## src/rtl/lcrc_pkg.sv

```systemverilog
// Types, constants and helper functions for the line CRC-32 frame checker.
// Depends on nothing; every other file of the block but lcrc_intf imports it.
`timescale 1ns / 1ps

package lcrc_pkg;

  localparam int          MaxPayloadLenDef = 4095;
  localparam int          LenFieldMax      = 4095;
  localparam logic [31:0] CrcPoly          = 32'hEDB8_8320;
  localparam logic [31:0] CrcInit          = 32'hFFFF_FFFF;

  localparam logic [7:0] CharNl   = 8'h0A;
  localparam logic [7:0] CharStar = 8'h2A;
  localparam logic [7:0] CharXLo  = 8'h78;
  localparam logic [7:0] CharXUp  = 8'h58;

  typedef enum logic [1:0] {
    ST_OK        = 2'd0,
    ST_NO_MARKER = 2'd1,
    ST_BAD_HEX   = 2'd2,
    ST_MISMATCH  = 2'd3
  } frame_status_e;

  typedef enum logic [2:0] {
    HEX_IDLE   = 3'd0,
    HEX_ZERO   = 3'd1,
    HEX_PREFIX = 3'd2,
    HEX_DIGITS = 3'd3,
    HEX_TRAIL  = 3'd4,
    HEX_BAD    = 3'd5
  } hex_phase_e;

  typedef struct packed {
    frame_status_e status;
    logic [31:0]   received_crc;
    logic [31:0]   computed_crc;
    logic [11:0]   payload_length;
  } lcrc_result_t;

  function automatic logic is_space(input logic [7:0] b);
    return (b == 8'h20) || (b == 8'h09) || (b == 8'h0D) || (b == 8'h0B) || (b == 8'h0C);
  endfunction

  // bit 4 flags a hex digit, bits 3:0 hold its value
  function automatic logic [4:0] hex_digit(input logic [7:0] b);
    logic [4:0] r;
    r = 5'd0;
    if (b >= 8'h30 && b <= 8'h39) begin
      r = {1'b1, 4'(b - 8'h30)};
    end else if (b >= 8'h41 && b <= 8'h46) begin
      r = {1'b1, 4'(b - 8'h37)};
    end else if (b >= 8'h61 && b <= 8'h66) begin
      r = {1'b1, 4'(b - 8'h57)};
    end
    return r;
  endfunction

  function automatic logic [31:0] crc_byte(input logic [31:0] crc, input logic [7:0] b);
    logic [31:0] c;
    c = crc ^ {24'd0, b};
    for (int i = 0; i < 8; i++) begin
      c = (c >> 1) ^ (c[0] ? CrcPoly : 32'd0);
    end
    return c;
  endfunction

endpackage

```

## src/rtl/lcrc_intf.sv

```systemverilog
// Handshake channels of the line CRC-32 frame checker: byte in, frame result out.
// Depends on nothing.
`timescale 1ns / 1ps

interface lcrc_byte_if;
  logic       valid;
  logic       ready;
  logic [7:0] rx_byte;

  modport source (output valid, output rx_byte, input ready);
  modport sink (input valid, input rx_byte, output ready);
endinterface


```

## src/rtl/lcrc_line_parser.sv

```systemverilog
// Per-line state of the frame checker: CRC, star snapshot, hex parse, byte count.
// Depends on lcrc_pkg and lcrc_byte_if.
`timescale 1ns / 1ps

module lcrc_line_parser #(
  parameter int MaxPayloadLen = lcrc_pkg::MaxPayloadLenDef
) (
  input  logic                  clk_i,
  input  logic                  rst_ni,
  lcrc_byte_if.sink             in_i,
  input  logic                  space_i,
  output logic                  res_valid_o,
  output lcrc_pkg::lcrc_result_t res_o
);
  import lcrc_pkg::*;

  localparam int CntW = $clog2(MaxPayloadLen + 1);
  localparam int LenW = (CntW > 12) ? CntW : 12;

  logic [31:0]     crc_q, crc_d;
  logic [31:0]     mark_crc_q, mark_crc_d;
  logic            marker_q, marker_d;
  logic            started_q, started_d;
  logic [31:0]     acc_q, acc_d;
  hex_phase_e      phase_q, phase_d;
  logic            ovf_q, ovf_d;
  logic [CntW-1:0] count_q, count_d;
  logic [CntW-1:0] mark_len_q, mark_len_d;

  logic            beat;
  logic [7:0]      b;
  logic            sp;
  logic            is_nl;
  logic [4:0]      dig;
  logic            hex_ok;
  logic [LenW-1:0] len_w;
  logic [31:0]     calc;

  assign in_i.ready = space_i;
  assign beat       = in_i.valid && space_i;
  assign b          = in_i.rx_byte;
  assign sp         = is_space(b);
  assign is_nl      = (b == CharNl);
  assign dig        = hex_digit(b);
  assign calc       = ~mark_crc_q;
  assign len_w      = LenW'(mark_len_q);
  assign hex_ok     = ((phase_q == HEX_ZERO) || (phase_q == HEX_DIGITS) ||
                       (phase_q == HEX_TRAIL)) && !ovf_q;

  always_ff @(posedge clk_i or negedge rst_ni) begin
    if (!rst_ni) begin
      crc_q      <= CrcInit;
      mark_crc_q <= CrcInit;
      marker_q   <= 1'b0;
      started_q  <= 1'b0;
      acc_q      <= 32'd0;
      phase_q    <= HEX_IDLE;
      ovf_q      <= 1'b0;
      count_q    <= '0;
      mark_len_q <= '0;
    end else begin
      crc_q      <= crc_d;
      mark_crc_q <= mark_crc_d;
      marker_q   <= marker_d;
      started_q  <= started_d;
      acc_q      <= acc_d;
      phase_q    <= phase_d;
      ovf_q      <= ovf_d;
      count_q    <= count_d;
      mark_len_q <= mark_len_d;
    end
  end

  always_comb begin
    crc_d      = crc_q;
    mark_crc_d = mark_crc_q;
    marker_d   = marker_q;
    started_d  = started_q;
    acc_d      = acc_q;
    phase_d    = phase_q;
    ovf_d      = ovf_q;
    count_d    = count_q;
    mark_len_d = mark_len_q;

    res_valid_o          = 1'b0;
    res_o.status         = ST_NO_MARKER;
    res_o.received_crc   = 32'd0;
    res_o.computed_crc   = 32'd0;
    res_o.payload_length = 12'd0;

    if (marker_q) begin
      res_o.computed_crc   = calc;
      res_o.payload_length = (len_w > LenW'(LenFieldMax)) ? 12'(LenFieldMax) : len_w[11:0];
      if (!hex_ok) begin
        res_o.status = ST_BAD_HEX;
      end else begin
        res_o.received_crc = acc_q;
        res_o.status       = (acc_q == calc) ? ST_OK : ST_MISMATCH;
      end
    end

    if (beat) begin
      if (is_nl) begin
        res_valid_o = started_q;
        crc_d       = CrcInit;
        mark_crc_d  = CrcInit;
        marker_d    = 1'b0;
        started_d   = 1'b0;
        acc_d       = 32'd0;
        phase_d     = HEX_IDLE;
        ovf_d       = 1'b0;
        count_d     = '0;
        mark_len_d  = '0;
      end else if (started_q || !sp) begin
        started_d = 1'b1;
        if (b == CharStar) begin
          mark_crc_d = crc_q;
          mark_len_d = count_q;
          marker_d   = 1'b1;
          acc_d      = 32'd0;
          phase_d    = HEX_IDLE;
          ovf_d      = 1'b0;
        end else if (marker_q) begin
          unique case (phase_q) inside
            HEX_IDLE: begin
              if (!sp) begin
                if (!dig[4]) begin
                  phase_d = HEX_BAD;
                end else begin
                  ovf_d   = ovf_q | (acc_q[31:28] != 4'd0);
                  acc_d   = {acc_q[27:0], dig[3:0]};
                  phase_d = (dig[3:0] == 4'd0) ? HEX_ZERO : HEX_DIGITS;
                end
              end
            end
            HEX_ZERO: begin
              if (sp) begin
                phase_d = HEX_TRAIL;
              end else if (b == CharXLo || b == CharXUp) begin
                phase_d = HEX_PREFIX;
              end else if (!dig[4]) begin
                phase_d = HEX_BAD;
              end else begin
                ovf_d   = ovf_q | (acc_q[31:28] != 4'd0);
                acc_d   = {acc_q[27:0], dig[3:0]};
                phase_d = HEX_DIGITS;
              end
            end
            HEX_PREFIX, HEX_DIGITS: begin
              if (sp && phase_q == HEX_DIGITS) begin
                phase_d = HEX_TRAIL;
              end else if (!dig[4]) begin
                phase_d = HEX_BAD;
              end else begin
                ovf_d   = ovf_q | (acc_q[31:28] != 4'd0);
                acc_d   = {acc_q[27:0], dig[3:0]};
                phase_d = HEX_DIGITS;
              end
            end
            HEX_TRAIL: begin
              if (!sp) begin
                phase_d = HEX_BAD;
              end
            end
            default: begin
              phase_d = HEX_BAD;
            end
          endcase
        end
        crc_d = crc_byte(crc_q, b);
        if (count_q < CntW'(MaxPayloadLen)) begin
          count_d = count_q + CntW'(1);
        end
      end
    end
  end

  a_ok_match: assert property (@(posedge clk_i) disable iff (!rst_ni)
    (res_valid_o && res_o.status == ST_OK) |-> (res_o.received_crc == res_o.computed_crc))
    else $error("ok status with differing CRCs");

  a_no_marker_zero: assert property (@(posedge clk_i) disable iff (!rst_ni)
    (res_valid_o && res_o.status == ST_NO_MARKER) |->
    (res_o.computed_crc == 32'd0 && res_o.payload_length == 12'd0))
    else $error("no-marker result carries CRC or length");

  a_nl_clears: assert property (@(posedge clk_i) disable iff (!rst_ni)
    (beat && is_nl) |=> (!started_q && !marker_q && count_q == '0))
    else $error("line state not cleared after newline");

endmodule

```

## src/flat_wrapper.sv

```systemverilog
// flat-port wrapper written by rule: the top's interface ports become plain ports
module lcrc_line_parser_flat import lcrc_pkg::*;
#(
  parameter int MaxPayloadLen = lcrc_pkg::MaxPayloadLenDef
)
  (clk_i, rst_ni, space_i, res_valid_o, res_o, in_i_valid, in_i_rx_byte, in_i_ready);
  lcrc_byte_if in_i_i ();
  input  logic clk_i;
  input  logic rst_ni;
  input  logic space_i;
  output logic res_valid_o;
  output lcrc_pkg::lcrc_result_t res_o;
  input wire logic [$bits(in_i_i.valid)-1:0] in_i_valid;
  input wire logic [$bits(in_i_i.rx_byte)-1:0] in_i_rx_byte;
  output wire logic [$bits(in_i_i.ready)-1:0] in_i_ready;
  assign in_i_i.valid = in_i_valid;
  assign in_i_i.rx_byte = in_i_rx_byte;
  assign in_i_ready = in_i_i.ready;
  lcrc_line_parser #(.MaxPayloadLen(MaxPayloadLen)) u_core (.clk_i(clk_i), .rst_ni(rst_ni), .in_i(in_i_i), .space_i(space_i), .res_valid_o(res_valid_o), .res_o(res_o));
endmodule
```

## config.mk

```make
export PLATFORM = sky130hd
export DESIGN_NAME = lcrc_line_parser_flat
export DESIGN_NICKNAME = d
export VERILOG_FILES = /design/src/rtl/lcrc_pkg.sv /design/src/rtl/lcrc_intf.sv /design/src/rtl/lcrc_line_parser.sv /design/src/flat_wrapper.sv
export SDC_FILE = /design/constraint.sdc
export NUM_CORES = 1
export LEC_CHECK = 0
export BUFFER_PORTS_ARGS = -buffer_cell sky130_fd_sc_hd__buf_2
export CORE_MARGIN = 1
export CORE_UTILIZATION = 63
export DETAILED_ROUTE_END_ITERATION = 16
export PLACE_DENSITY = 0.86
export SYNTH_ARGS = -nofsm -noshare
export SYNTH_HDL_FRONTEND = slang
export SYNTH_SLANG_ARGS = --single-unit
```

## constraint.sdc

```tcl
create_clock -name clk_i -period 4.8 [get_ports clk_i]
set_clock_uncertainty 0.15 [all_clocks]
set_input_delay 0.96 -clock clk_i [delete_from_list [all_inputs] [get_ports clk_i]]
set_output_delay 0.96 -clock clk_i [all_outputs]
set_load 0.01 [all_outputs]
```

==> flow_summary.yaml <==
setup_path:
  endpoint_kind: "output port"
  r2r-end: "u_core.count_q[8]"
  reg2reg_from: "u_core.started_q"
  criticalPathCategory: "register to output port"
  crit_family: "compound AO/OA/AOI/OAI gates"
  cp_cell_sequence: "inv_1, nand2_1, a21boi_0, nor2_1, buf_4, and3_1, buf_2"
  crit_path_start_kind: "register"
  reg2regPathDepth: 5
  setup.worst_path.start: "u_core.phase_q[2]"
  worstSetupPathDepth: 7
  critPathCapture: "res_o[53]"
  required_ns: 3.69
  cp_max_fo: 24
  max_stage_delay_ns: 0.71
  slowest_stage: "a21boi_0"
  cp.buffers_inverters: 3
  reg2reg_slack_ns: 2.50
  worstPathArrival_ns: 2.63
timing:
  min_period_ns: 3.74
  setup_violations: 0
  rsz0062_at_grt: "false"
  whs_ns: 0.349
  hold_viol: 0
  fmax_ghz: 0.267
  maxSlewViolCount: 0
  fin_setup_tns_ns: 0
  fin_crit_sh_pct: 77.9
  relSlewSlack_pct: 41.3
  tightest_slew_ns: 0.872
place:
  port_buffers: 91
  routabilityCongestion: 0.930
  dp_hpwl_mm: 12.7
logic_synthesis:
  seq_area_frac_synth_pct: 45.1
  yosysWarnings: 0
  synth_top_area_cell: "dfstp_2"
  yosysMostFrequentCell: "nand2_1"
  synthCells: 717
  post_synth_num_cell_types: 59
  synthTopCellsByCount: "nand2_1 (81), xnor2_1 (67), dfstp_2 (64), dfrtp_1 (62), nand3_1 (48)"
  ys.flop_type: "dfstp_2"
  async_reset_ff_share_pct: 100
  syn_nets: 735
  syn_area_sq_um: 7170
  ys_seq_elements: 126
  synth_edf_count: 0
  synth_top_cell_area_share_pct: 23.5
  synth_top_cells_by_area: "dfstp_2 (23%), dfrtp_1 (22%), xnor2_1 (8.2%)"
  syn_area_per_cell_sq_um: 10.0
layout:
  drive_gt1_share_pct: 26.9
  diodes: 0
  finish.utilization_pct: 74.9
  nets: 808
  area_delta_synth_final_pct: 14.8
die:
  die_h_um: 109
  rows: 38
  start_util_pct: 65.3
  die_w_um: 109
  coreArea_sq_um: 11000
  die_area_sq_um: 11800
  ioPinCount: 92
clock_network:
  tritoncts: "yes"
  clk_path_buf_depth: 2
  path_clk_slew_ns: 0.06
  cts.htree.levels: 4
  cts_root_buf: "clkbuf_16"
  worstSkewPairLatency_ns: 0.42
  cts_hold_buf: 0
  cts_resized: 0
  cts_setup_buffers: 0
  clock-sinks: 126
  cts_buffers: 17
status:
  outcome: "finished, final reports clean"
power_and_ir_drop:
  power.leakage_nw: 3.83
  ir_worst_vdd_v: 0.000760
  p_per_area_nw_per_um2: 587
run:
  drv_cap: 0
grt:
  grt_util_all_layers_pct: 33.8
  grt_pass1_vias: 5665
  antenna_found_initial: 0
  grt_max_degree: 70
  grt_pass1_wl_mm: 29.9
  grt_overflow: 0
drt:
  postRouteAntennaNets: 0
  wl_per_cell_um: 20.1
  viasPerCell: 6.37
  drtIter0Drc: 606
  drc_errors: 0
  routed_wirelength_mm: 19.0
  vias: 6010
  drt_pass1_iterations: 6
min_path:
  hold_path_class: "register to register"
  hp-start: "u_core.len_w[9]"
cells in the final DEF (no fill, tap or decap), types with 9 or more instances in the layout:
master      n
xnor2_1    67
dfstp_2    64
clkbuf_16  17
a31oi_1    22
a21oi_1    18
nand3_1    48
o22a_1     31
and2_1     15
nand2_1    81
buf_2      90
buf_4      12
nor2_1     40
and3_1     39
nor4_1     10
a22o_1     13
xor2_1     20
dfrtp_1    62
o211ai_1    9
nor2b_1    34
worst reg2reg max path, delay by kind of cell, from the launching register on:
kind,cells,cell delay [ns]
DFF,1,0.41
and+or+nand+nor,1,0.51
AOI/OAI and AO/OA,3,0.91
buffers and inverters,1,0.20
power by group:
| group | leakage (nW) | internal [mW] | switching, mW |
|---|---|---|---|
| clock | 0.282 | 0.733 | 0.512 |
| sequential | 1.48 | 1.37 | 0.263 |
| combinational | 2.06 | 0.941 | 1.00 |
| total | 3.83 | 3.05 | 1.78 |
cells by family (layout without fill, tap and decap cells):
| family | Yosys count | count (layout) | share of synthesized area, % |
|---|---|---|---|
| mux | 3 | 3 | 0.419 |
| fa+ha+maj | 6 | 6 | 1.05 |
| compound gates | 127 | 127 | 13.5 |
| simple gates | 299 | 299 | 21.5 |
| xor+xnor | 100 | 100 | 14.6 |
| flops | 126 | 126 | 45.1 |
| buf+inv | 56 | 142 | 3.81 |
state kept, by name, summed over array words and instances (netlist names):
signal             cells
u_core.acc_q          32
u_core.count_q        12
u_core.ovf_q           1
u_core.started_q       1
u_core.marker_q        1
u_core.crc_q          32
u_core.len_w          12
u_core.phase_q         3
u_core.mark_crc_q     32
layer usage:
metal	share of wire [%]	vias to the layer above	GRT usage, %
met2	47	314	51.4
met1	42	2960	46.5
li1	-	2686	-
met3	8.1	50	7.05
met4	3.2	0	15.7
met5	0	-	0
per-stage QoR:
step	power (mW)	cell area [sq um]	worst slack [ns]	cells
floorplan	3.10	7170	1.67	717
global placement	3.41	7660	1.27	911
detailed placement	3.51	7660	1.20	911
CTS	4.81	8230	1.21	943
global route	5.05	8230	1.02	943
finish	4.83	8230	1.06	943
worst min path at each step:
stage | to | cells past startpoint
2_1_floorplan | u_core.len_w[10] | 1
3_5_place_dp | u_core.len_w[9] | 1
4_1_cts | u_core.len_w[9] | 1
5_1_grt | u_core.len_w[5] | 1
3_3_place_gp | u_core.len_w[11] | 1
6_report | u_core.len_w[9] | 1
cell type report:
class	instances	area (sq um)
Clock inverter	14	130
Tap cell	140	175
Timing Repair Buffer	102	541
Fill cell	696	2750
Multi-Input combinational cell	535	3680
Sequential cell	126	3230
Clock buffer	18	439
Inverter	8	30.0
Note: power is estimated with default switching activity, not from simulation.
